### config.mk
export PLATFORM = sky130hd
export DESIGN_NAME = key_scan_long_press_flat
export DESIGN_NICKNAME = d
export VERILOG_FILES = /design/src/rtl/core/ksl_pkg.sv /design/src/rtl/core/ksl_if.sv /design/src/rtl/core/ksl_scan.sv /design/src/rtl/core/key_scan_long_press.sv /design/src/flat_wrapper.sv
export SDC_FILE = /design/constraint.sdc
export NUM_CORES = 1
export LEC_CHECK = 0
export BUFFER_PORTS_ARGS = -buffer_cell sky130_fd_sc_hd__clkbuf_2
export CAP_MARGIN = 20
export CORE_AREA = 2 2 81 83
export DETAILED_ROUTE_END_ITERATION = 10
export DIE_AREA = 0 0 83 85
export PLACE_DENSITY = 0.85
export SYNTH_ARGS = -nofsm -noshare
export SYNTH_HDL_FRONTEND = slang
export SYNTH_SLANG_ARGS = --single-unit
export TNS_END_PERCENT = 10
### constraint.sdc
create_clock -name clk -period 5.5 [get_ports clk]
set_input_delay 1.65 -clock clk [delete_from_list [all_inputs] [get_ports clk]]
set_output_delay 1.65 -clock clk [all_outputs]
set_load 0.01 [all_outputs]
### src/rtl/core/ksl_pkg.sv
// shared types and constants for the key scanner with long press detection
package ksl_pkg;

    localparam int SCAN_W  = 8;
    localparam int HOLD_W  = 16;
    localparam int EVENT_W = 3;
    localparam int KEY_W   = 2;

    localparam int CFG_DATA_W = 16;
    localparam int CFG_IDX_W  = 1;

    localparam logic [CFG_IDX_W-1:0] REG_SCAN_PERIOD = 1'd0;
    localparam logic [CFG_IDX_W-1:0] REG_LONG_PRESS  = 1'd1;

    localparam logic [SCAN_W-1:0] SCAN_PERIOD_RST = 8'd20;
    localparam logic [HOLD_W-1:0] LONG_PRESS_RST  = 16'd1000;
    localparam logic [HOLD_W-1:0] HOLD_LIMIT      = 16'd60000;

    localparam logic ACT_TICK = 1'b0;
    localparam logic ACT_READ = 1'b1;

    localparam logic LEVEL_PRESSED = 1'b0;

    localparam logic [KEY_W-1:0] KEY_NONE  = 2'd0;
    localparam logic [KEY_W-1:0] KEY_ONE   = 2'd1;
    localparam logic [KEY_W-1:0] KEY_TWO   = 2'd2;
    localparam logic [KEY_W-1:0] KEY_THREE = 2'd3;

    localparam logic [EVENT_W-1:0] EVT_NONE = 3'd0;
    localparam logic [EVENT_W-1:0] EVT_LONG = 3'd4;

    typedef struct packed {
        logic action;
        logic key1_level;
        logic key2_level;
        logic key3_level;
    } item_t;

    typedef struct packed {
        logic [SCAN_W-1:0] scan_period;
        logic [HOLD_W-1:0] long_press_ticks;
    } cfg_t;

    typedef struct packed {
        logic [EVENT_W-1:0] event_code;
        logic [KEY_W-1:0]   sampled_key;
    } result_t;

endpackage

### src/rtl/core/ksl_if.sv
// valid/ready channels for key words and result words
interface ksl_key_if;
    logic valid;
    logic ready;
    logic action;
    logic key1_level;
    logic key2_level;
    logic key3_level;

    modport source (output valid, output action, output key1_level, output key2_level,
                    output key3_level, input ready);
    modport sink (input valid, input action, input key1_level, input key2_level,
                  input key3_level, output ready);
endinterface

interface ksl_result_if;
    logic                         valid;
    logic                         ready;
    logic [ksl_pkg::EVENT_W-1:0]  event_code;
    logic [ksl_pkg::KEY_W-1:0]    sampled_key;

    modport source (output valid, output event_code, output sampled_key, input ready);
    modport sink (input valid, input event_code, input sampled_key, output ready);
endinterface

### src/rtl/core/ksl_scan.sv
// scanner state: tick divider, key sampling, key three hold counter and pending event
module ksl_scan
(
    input  logic             clk,
    input  logic             rst_n,
    input  logic             step,
    input  ksl_pkg::item_t   item,
    input  ksl_pkg::cfg_t    cfg,
    output ksl_pkg::result_t res
);

    logic [ksl_pkg::SCAN_W-1:0]  div_reg,  div_next;
    logic [ksl_pkg::KEY_W-1:0]   cur_reg,  cur_next;
    logic [ksl_pkg::KEY_W-1:0]   prev_reg, prev_next;
    logic [ksl_pkg::HOLD_W-1:0]  hold_reg, hold_next;
    logic                        long_reg, long_next;
    logic [ksl_pkg::EVENT_W-1:0] pend_reg, pend_next;

    logic [ksl_pkg::SCAN_W-1:0]  div_inc;
    logic [ksl_pkg::KEY_W-1:0]   prio_key;
    logic                        long_mid;
    logic [ksl_pkg::EVENT_W-1:0] code;

    always_comb
    begin
        if (item.key1_level == ksl_pkg::LEVEL_PRESSED)
            prio_key = ksl_pkg::KEY_ONE;
        else if (item.key2_level == ksl_pkg::LEVEL_PRESSED)
            prio_key = ksl_pkg::KEY_TWO;
        else if (item.key3_level == ksl_pkg::LEVEL_PRESSED)
            prio_key = ksl_pkg::KEY_THREE;
        else
            prio_key = ksl_pkg::KEY_NONE;
    end

    assign div_inc = div_reg + ksl_pkg::SCAN_W'(1);

    always_comb
    begin
        div_next  = div_reg;
        cur_next  = cur_reg;
        prev_next = prev_reg;
        hold_next = hold_reg;
        long_next = long_reg;
        pend_next = pend_reg;
        long_mid  = long_reg;
        code      = ksl_pkg::EVT_NONE;

        if (item.action == ksl_pkg::ACT_READ)
        begin
            code      = pend_reg;
            pend_next = ksl_pkg::EVT_NONE;
        end
        else
        begin
            // sampling stage
            div_next = div_inc;
            if (div_inc >= cfg.scan_period)
            begin
                div_next  = '0;
                prev_next = cur_reg;
                cur_next  = prio_key;
                if (cur_reg != ksl_pkg::KEY_NONE && prio_key == ksl_pkg::KEY_NONE)
                begin
                    // release of key three after a long press stays silent
                    if (cur_reg == ksl_pkg::KEY_THREE && long_reg)
                        long_mid = 1'b0;
                    else
                        pend_next = {1'b0, cur_reg};
                end
            end

            // hold stage for key three
            long_next = long_mid;
            if (item.key3_level != ksl_pkg::LEVEL_PRESSED)
            begin
                hold_next = '0;
            end
            else
            begin
                if (hold_reg < ksl_pkg::HOLD_LIMIT)
                    hold_next = hold_reg + ksl_pkg::HOLD_W'(1);
                if (hold_next >= cfg.long_press_ticks && !long_mid)
                begin
                    pend_next = ksl_pkg::EVT_LONG;
                    long_next = 1'b1;
                end
            end
        end
    end

    assign res.event_code  = code;
    assign res.sampled_key = cur_next;

    always_ff @(posedge clk or negedge rst_n)
    begin
        if (!rst_n)
        begin
            div_reg  <= '0;
            cur_reg  <= ksl_pkg::KEY_NONE;
            prev_reg <= ksl_pkg::KEY_NONE;
            hold_reg <= '0;
            long_reg <= 1'b0;
            pend_reg <= ksl_pkg::EVT_NONE;
        end
        else if (step)
        begin
            div_reg  <= div_next;
            cur_reg  <= cur_next;
            prev_reg <= prev_next;
            hold_reg <= hold_next;
            long_reg <= long_next;
            pend_reg <= pend_next;
        end
    end

endmodule

### src/rtl/core/key_scan_long_press.sv
// top level: config registers, scanner state and two-entry result queue
//
//  channel  | dir | payload                                   | handshake
//  ---------+-----+-------------------------------------------+-------------
//  keys     | in  | action, key1_level, key2_level, key3_level | valid/ready
//  result   | out | event_code, sampled_key                   | valid/ready
//  cfg      | in  | cfg_index, cfg_data                       | cfg_we only
//
// one word is taken per cycle while keys is ready; its result is registered into the result queue.
// the result queue holds two words, so keys stays ready while one result waits;
// keys drops ready only when both entries are full.
// rst_n clears the scanner state, the queue and loads the default config.
module key_scan_long_press
(
    input  logic                               clk,
    input  logic                               rst_n,
    ksl_key_if.sink                            keys,
    ksl_result_if.source                       result,
    input  logic                               cfg_we,
    input  logic [ksl_pkg::CFG_IDX_W-1:0]      cfg_index,
    input  logic [ksl_pkg::CFG_DATA_W-1:0]     cfg_data
);

    ksl_pkg::cfg_t    cfg_reg;
    ksl_pkg::item_t   item;
    ksl_pkg::result_t res_new;
    ksl_pkg::result_t buf0_reg, buf1_reg;
    logic [1:0]       cnt_reg, cnt_next;
    logic             push, pop;

    always_ff @(posedge clk or negedge rst_n)
    begin
        if (!rst_n)
        begin
            cfg_reg.scan_period      <= ksl_pkg::SCAN_PERIOD_RST;
            cfg_reg.long_press_ticks <= ksl_pkg::LONG_PRESS_RST;
        end
        else if (cfg_we)
        begin
            case (cfg_index)
                ksl_pkg::REG_SCAN_PERIOD:
                    cfg_reg.scan_period <= cfg_data[ksl_pkg::SCAN_W-1:0];
                ksl_pkg::REG_LONG_PRESS:
                    cfg_reg.long_press_ticks <= cfg_data[ksl_pkg::HOLD_W-1:0];
                default:
                    cfg_reg <= cfg_reg;
            endcase
        end
    end

    assign item.action     = keys.action;
    assign item.key1_level = keys.key1_level;
    assign item.key2_level = keys.key2_level;
    assign item.key3_level = keys.key3_level;

    assign keys.ready = (cnt_reg != 2'd2);
    assign push       = keys.valid && keys.ready;
    assign pop        = result.valid && result.ready;

    ksl_scan u_scan
    (
        .clk   (clk),
        .rst_n (rst_n),
        .step  (push),
        .item  (item),
        .cfg   (cfg_reg),
        .res   (res_new)
    );

    always_comb
    begin
        cnt_next = cnt_reg;
        if (push && !pop)
            cnt_next = cnt_reg + 2'd1;
        else if (pop && !push)
            cnt_next = cnt_reg - 2'd1;
    end

    always_ff @(posedge clk or negedge rst_n)
    begin
        if (!rst_n)
            cnt_reg <= 2'd0;
        else
            cnt_reg <= cnt_next;
    end

    // head word sits in buf0, the waiting one in buf1
    always_ff @(posedge clk)
    begin
        if (pop)
        begin
            buf0_reg <= (cnt_reg == 2'd2) ? buf1_reg : res_new;
            buf1_reg <= res_new;
        end
        else if (push)
        begin
            if (cnt_reg == 2'd0)
                buf0_reg <= res_new;
            else
                buf1_reg <= res_new;
        end
    end

    assign result.valid       = (cnt_reg != 2'd0);
    assign result.event_code  = buf0_reg.event_code;
    assign result.sampled_key = buf0_reg.sampled_key;

endmodule
### src/flat_wrapper.sv
// flat-port wrapper written by rule: the top's interface ports become plain ports
module key_scan_long_press_flat 
  (clk, rst_n, cfg_we, cfg_index, cfg_data, keys_valid, keys_action, keys_key1_level, keys_key2_level, keys_key3_level, keys_ready, result_valid, result_event_code, result_sampled_key, result_ready);
  ksl_key_if keys_i ();
  ksl_result_if result_i ();
  input  logic clk;
  input  logic rst_n;
  input  logic cfg_we;
  input  logic [ksl_pkg::CFG_IDX_W-1:0] cfg_index;
  input  logic [ksl_pkg::CFG_DATA_W-1:0] cfg_data;
  input wire logic [$bits(keys_i.valid)-1:0] keys_valid;
  input wire logic [$bits(keys_i.action)-1:0] keys_action;
  input wire logic [$bits(keys_i.key1_level)-1:0] keys_key1_level;
  input wire logic [$bits(keys_i.key2_level)-1:0] keys_key2_level;
  input wire logic [$bits(keys_i.key3_level)-1:0] keys_key3_level;
  output wire logic [$bits(keys_i.ready)-1:0] keys_ready;
  output wire logic [$bits(result_i.valid)-1:0] result_valid;
  output wire logic [$bits(result_i.event_code)-1:0] result_event_code;
  output wire logic [$bits(result_i.sampled_key)-1:0] result_sampled_key;
  input wire logic [$bits(result_i.ready)-1:0] result_ready;
  assign keys_i.valid = keys_valid;
  assign keys_i.action = keys_action;
  assign keys_i.key1_level = keys_key1_level;
  assign keys_i.key2_level = keys_key2_level;
  assign keys_i.key3_level = keys_key3_level;
  assign keys_ready = keys_i.ready;
  assign result_valid = result_i.valid;
  assign result_event_code = result_i.event_code;
  assign result_sampled_key = result_i.sampled_key;
  assign result_i.ready = result_ready;
  key_scan_long_press u_core (.clk(clk), .rst_n(rst_n), .keys(keys_i), .result(result_i), .cfg_we(cfg_we), .cfg_index(cfg_index), .cfg_data(cfg_data));
endmodule
==> metrics.yaml, run 1 <==
critPathMaxStageDelay_ns: 0.48
h-tree-depth: 3
postCtsSetupBuffers: 0
syn_inst: 411
ctsResizeCount: 0
syn_nets: 465
power_mw: 1.80
leakage_nw: 2.06
status: "complete, no violations"
ctsHoldBuffers: 0
initialDrtViolationCount: 186
antennaDiodeCount: 0
io_buffer_count: 32
synth.top_cell.area_share_pct: 30.4
hold_class: "reg2reg"
die-height_um: 85
crit_path_top_delay_cell: "a311o_2"
drc: 0
synth_most_common_cell: "dfrtp_1"
fin_util_pct: 70.5
ant_nets: 0
core_mm2: 0.00620
root_buffer: "clkbuf_8"
cp_max_fo: 8
crit_path_end_kind: "flip-flop"
drive_gt1_share_pct: 19.8
netlist_top_cells_count: "dfrtp_1, nand2_1, o21ai_0"
power_density_mw_per_mm2: 411
rsz0062_at_grt: "no"
hold_violations: 0
synth_warnings: 0
rows: 29
drtPass1Iterations: 5
ys_ff_latch: 66
syn_area_mm2: 0.00395
clockBufferDepth: 2
wl_per_cell_um: 16.1
routed_wl_um: 8360
fin_setup_tns_ns: 0
numCtsBuffers: 9
cp_data_required_time_ns: 5.74
yosys-top-cells-area: "dfrtp_1, ha_1, edfxtp_1"
maxCapViolCount: 0
synth_area_leader_cell: "dfrtp_1"
async_flop_share_pct: 84.8
die_w_um: 83
stdcell_area_mm2: 0.00437
clkSinkCount: 66
grt_pass1_vias: 3046
via_count: 3087
skew_ns: 0.00946
largest_reg_flops: 24
critPathBufInv: 0
grt_pass1_wl_um: 13900
final-seq-area_mm2: 0.00171
antenna_found_initial: 0
synth_cell_types: 51
boundaryPins: 33
grt_util_all_layers_pct: 24.5
syn_area_per_cell_um2: 9.62
slew_violations: 0
place_area_mm2: 0.00416
synth_ff_type: "dfrtp_1"
start_util_pct: 63.7
fillers: 435
period_needed_ns: 3.38
grt-ovfl-total: 0
die-area_mm2: 0.00706
crit_path_cell_trace: "a211oi_2 > o21bai_1 > a311o_2 > nor4_2 > xnor2_1 > ha_1 > nand4_1 > nor2_1 > a31oi_1 > o211a_1 > a211o_1 > a32o_1"
routed_via_density: 5.93
cts_tree: "yes"
cp-start-kind: "flip-flop"
worst_pin_slew_ns: 0.969
whs_ns: 0.513
relSlewSlack_pct: 35.2
gp_congestion: 0.832
hpwl_um: 5900
critical-path-top-delay-family: "compound AO/OA/AOI/OAI gates"
arrival_ns: 3.62
finalSetupViolations: 0
ys_seq_area_share_pct: 43.3
clkLatencyLatePin_ns: 0.35
worstSetupPathType: "reg2reg"
fmax_ghz: 0.296
ir_drop_uv: 330
grt_max_degree: 57
syn_to_final_growth_pct: 10.6
post-route-period-util_pct: 61.5
clkTransAtPathRegs_ns: 0.08
multi_input_area_mm2: 0.00204
final_nets: 493
synth_edf_count: 10
-- area by class of cell --
class | instances | share of cell area [%]
multi-input cells | 295 | 46.8
flip-flops and latches | 66 | 39.2
clock buffers | 12 | 4.29
repair buffers | 35 | 4.18
inverters | 32 | 2.75
well taps | 77 | 2.20
clock inverters | 4 | 0.658
-- metal layers --
metal / part of all wire (%) / up-vias / global-route usage, %
met2: 51 / 101 / 42.8
met4: 2.3 / 0 / 9.69
met1: 41 / 1473 / 29.5
met5: 0 / - / 0
met3: 5.3 / 18 / 5.74
li1: - / 1495 / -
-- metrics by stage --
stage,setup WS (ns),cells
floorplan,2.51,411
global placement,2.08,505
detailed placement,1.99,505
CTS,2.16,521
global route,1.92,521
finish,2.12,521
-- cells by family (layout without fill, tap and decap cells) --
logic type	Yosys count	after routing	share of synthesized area [%]
compound gates	83	83	12.8
xor+xnor	22	22	4.87
fa+ha+maj	28	28	8.86
buf+inv	50	83	5.00
flops	66	66	43.3
mux	36	36	9.87
simple gates	126	126	15.3
-- layout by cell type, fill, tap and decap left out, types with 4 or more instances in the layout --
cell type	n
dfrtp_1	48
nand2_1	44
o21ai_0	37
inv_1	32
clkbuf_2	32
nor2_1	29
ha_1	28
mux2_2	24
a21oi_1	16
nand3_1	15
xnor2_1	12
mux2i_1	12
xor2_1	10
clkbuf_8	10
edfxtp_1	10
and3_1	8
dfstp_2	8
nand4_1	6
nand2b_1	5
and2_1	4
a21o_1	4
o22ai_1	4
-- path summary, 6_finish.rpt --
kind | slack (ns) | end | cells past startpoint | startpoint
worst max-delay path | 2.12 | u_core.u_scan.pend_reg[0] | 12 | u_core.u_scan.hold_reg[5]
min in group asynchronous | 1.43 | u_core.cfg_reg[15] | 2 | rst_n
worst max register to register | 2.12 | u_core.u_scan.pend_reg[0] | 12 | u_core.u_scan.hold_reg[5]
max in group asynchronous | 3.59 | u_core.u_scan.div_reg[5] | 2 | rst_n
worst min register to register | 0.51 | u_core.cfg_reg[15] | 1 | u_core.cfg_reg[15]
worst min-delay path | 0.51 | u_core.cfg_reg[15] | 1 | u_core.cfg_reg[15]
-- worst register-to-register path, stage by stage (launching register included) --
cell and delay [ns]:
dfrtp_1 0.47, a211oi_2 0.31, o21bai_1 0.11, a311o_2 0.48, nor4_2 0.33, xnor2_1 0.13, ha_1 0.29, nand4_1 0.12
nor2_1 0.17, a31oi_1 0.11, o211a_1 0.16, a211o_1 0.32, a32o_1 0.26
-- power breakdown --
part | internal (mW) | switching, mW
sequential | 0.646 | 0.124
combinational | 0.267 | 0.333
clock | 0.231 | 0.197
No activity file was read; power rests on OpenSTA's default activity.
==> run 2: changes to the inputs <==
--- a/config.mk
+++ b/config.mk
@@ -7,10 +7,10 @@
 export LEC_CHECK = 0
 export BUFFER_PORTS_ARGS = -buffer_cell sky130_fd_sc_hd__clkbuf_2
 export CAP_MARGIN = 20
-export CORE_AREA = 2 2 81 83
+export CORE_AREA = 2 2 89 91
 export DETAILED_ROUTE_END_ITERATION = 10
-export DIE_AREA = 0 0 83 85
-export PLACE_DENSITY = 0.85
+export DIE_AREA = 0 0 91 93
+export PLACE_DENSITY = 0.75
 export SYNTH_ARGS = -nofsm -noshare
 export SYNTH_HDL_FRONTEND = slang
 export SYNTH_SLANG_ARGS = --single-unit
==> constraint.sdc (replaced) <==
create_clock -name clk -period 2.8 [get_ports clk]
set_input_delay 0.84 -clock clk [delete_from_list [all_inputs] [get_ports clk]]
set_output_delay 0.84 -clock clk [all_outputs]
set_load 0.01 [all_outputs]
==> run 2 against run 1 <==
The run now ends with negative setup slack left. Worst setup slack worse by 2.5 ns. Fmax up 7.4%. Clock skew up 0.00062 ns. Critical path depth unchanged. Core utilization down 5.9 points. Critical path type unchanged. Critical endpoint unchanged. Highest routed layer unchanged.
==> metrics.yaml, run 2 (synthesized netlist as in run 1, its figures left out) <==
rsz0062_at_grt: "yes"  # was no
post-route-period-util_pct: 112  # was 61.5%
drtPass1Iterations: 4  # was 5
violations: "negative setup slack"
routed_via_density: 5.50  # was 5.93
whs_ns: 0.471  # was 0.513 ns
maxCapViolCount: 0  # unchanged
post-route-worst-setup-slack_ns: -0.350  # was 2.12 ns
fmax_ghz: 0.317  # was 0.296 GHz
fin_cells: 597  # was 521
drc: 0  # unchanged
largest_reg_flops: 24  # unchanged
crit_path_end_kind: "flip-flop"  # unchanged
h-tree-depth: 3  # unchanged
dp_cells: 581  # was 505
boundaryPins: 33  # unchanged
io_buffer_count: 32  # unchanged
r2r_start: "u_core.u_scan.hold_reg[5]"  # unchanged
hold_violations: 0  # unchanged
start_util_pct: 52.5  # was 63.7%
routed_wl_um: 9080  # was 8360 µm
rows: 32  # was 29
cts_tree: "yes"  # unchanged
grt-ovfl-total: 0  # unchanged
relSlewSlack_pct: 48.0  # was 35.2%
power_mw: 3.78  # was 1.80 mW
fin_setup_tns_ns: -1.09  # was 0 ns
finalSetupViolations: 5  # was 0
power_frac_seq_pct: 37.9  # was 42.8%
grt_max_degree: 22  # was 57
clkSinkCount: 66  # unchanged
via_count: 3286  # was 3,087
p_sw_mw: 1.37  # was 0.654 mW
cp_max_fo: 8  # unchanged
cp_data_required_time_ns: 3.04  # was 5.74 ns
p_comb_share_pct: 41.4  # was 33.3%
initialDrtViolationCount: 172  # was 186
core_mm2: 0.00753  # was 0.00620 mm²
intPower_mw: 2.40  # was 1.14 mW
fin_util_pct: 64.6  # was 70.5%
power_density_mw_per_mm2: 777  # was 411 mW/mm²
ff2ff_path_depth: 12  # unchanged
clockBufferDepth: 2  # unchanged
p_sw_share_pct: 36.4  # about the same
slew_violations: 0  # unchanged
ant_nets: 0  # unchanged
antenna_found_initial: 0  # unchanged
clkPwrFrac_pct: 20.7  # was 23.8%
clkTransAtPathRegs_ns: 0.08  # about the same
syn_to_final_growth_pct: 22.9  # was 10.6%
antennaDiodeCount: 0  # unchanged
ff2ff_setup_slack_ns: -0.35  # was 2.12 ns
root_buffer: "clkbuf_8"  # unchanged
r2r_end: "u_core.u_scan.pend_reg[0]"  # unchanged
grt_pass1_vias: 3326  # was 3,046
grt_pass1_wl_um: 15500  # was 13,900 µm
worst_pin_slew_ns: 0.778  # was 0.969 ns
cp-start-kind: "flip-flop"  # unchanged
hpwl_um: 6860  # was 5900 µm
die-area_mm2: 0.00846  # was 0.00706 mm²
drive_gt1_share_pct: 30.7  # was 19.8%
status: "complete, but fails checks"  # was complete, no violations
ir_drop_uv: 446  # was 330 µV
wl_per_cell_um: 15.2  # was 16.1 µm
hold_class: "in2async"  # was reg2reg
skew_ns: 0.0101  # was 0.00946 ns
final_cell_mix: "buf_4, dfrtp_1, nand2_1, o21ai_0"  # was dfrtp_1, nand2_1, o21ai_0, inv_1, clkbuf_2
die_w_um: 91  # was 83 µm
period_needed_ns: 3.15  # was 3.38 ns
gp_congestion: 0.963  # was 0.832
numCtsBuffers: 9  # unchanged
clkLatencyLatePin_ns: 0.35  # about the same
final_nets: 544  # was 493
die-height_um: 93  # was 85 µm
leakage_nw: 2.32  # was 2.06 nW
arrival_ns: 3.39  # was 3.62 ns
layout_commonest_cell: "buf_4"  # was dfrtp_1
grt_util_all_layers_pct: 23.3  # was 24.5%
worstSetupPathType: "reg2reg"  # unchanged
-- run 2: changes by cell type in the layout (fill, tap and decap cells not counted), sizes merged --
cell,change
clkinv,+1
buf,+51
inv,-1
-- run 2: through the flow --
step,worst slack [ns],cell area (µm²)
after floorplan,-0.0945,3980
after global placement,-0.191,4590
after detailed placement,-0.353,4590
after CTS,-0.325,4810
after global routing,-0.500,4860
final,-0.350,4860
-- run 2: worst max-delay path by stage --
| stage | start | to | slack (ns) | cells after the start |
|---|---|---|---|---|
| 6_report | u_core.u_scan.hold_reg[5] | u_core.u_scan.pend_reg[0] | -0.35 | 12 |
| 5_1_grt | u_core.u_scan.hold_reg[5] | u_core.u_scan.pend_reg[0] | -0.50 | 12 |
| 4_1_cts | u_core.u_scan.hold_reg[5] | u_core.u_scan.pend_reg[0] | -0.32 | 12 |
| 3_5_place_dp | u_core.u_scan.hold_reg[5] | u_core.u_scan.pend_reg[0] | -0.35 | 12 |
| 3_3_place_gp | u_core.u_scan.div_reg[0] | u_core.result.sampled_key[0] | -0.19 | 12 |
| 2_1_floorplan | u_core.u_scan.hold_reg[5] | u_core.u_scan.pend_reg[0] | -0.09 | 13 |
-- run 2: worst max-delay path, stage by stage, from the launching register on --
cell,delay [ns]
dfrtp_1,0.39
a211oi_2,0.26
o21bai_1,0.13
a311o_2,0.52
nor4_4,0.21
xor2_1,0.12
ha_1,0.34
nand4_1,0.13
nor2_2,0.12
a31oi_1,0.10
o211a_1,0.16
a211o_1,0.32
a32o_1,0.25
-- run 2: what timing repair did --
item,in CTS,in global routing
hold buffers,0,0
buffers inserted,0,0
pin swaps,2,3
cloned,0,0
resized for setup,7,10
setup endpoints to repair,8,14
-- run 2: per-layer routing --
layer / vias up / wire length [µm] / GRT usage (%)
li1: 1606 / - / -
met1: 1588 / 3930 / 27.8
met2: 73 / 4640 / 40.5
met3: 19 / 283 / 5.80
met4: 0 / 230 / 9.60
met5: - / 0 / 0
-- run 2: final cells by class --
class,count,area [µm²]
Fill cell,637,2670
Multi-Input combinational cell,295,2140
Sequential cell,66,1710
Timing Repair Buffer,86,566
Clock buffer,12,166
Tap cell,102,128
Inverter,32,120
Clock inverter,4,25.0
-- run 2: power by group through the flow --
stage	Combinational [mW]	Clock, mW	Sequential, mW
2_1_floorplan	0.926	0	1.44
3_3_place_gp	1.43	0	1.43
3_5_place_dp	1.50	0	1.44
4_1_cts	1.52	0.801	1.43
5_1_grt	1.74	0.842	1.47
6_report	1.56	0.782	1.43
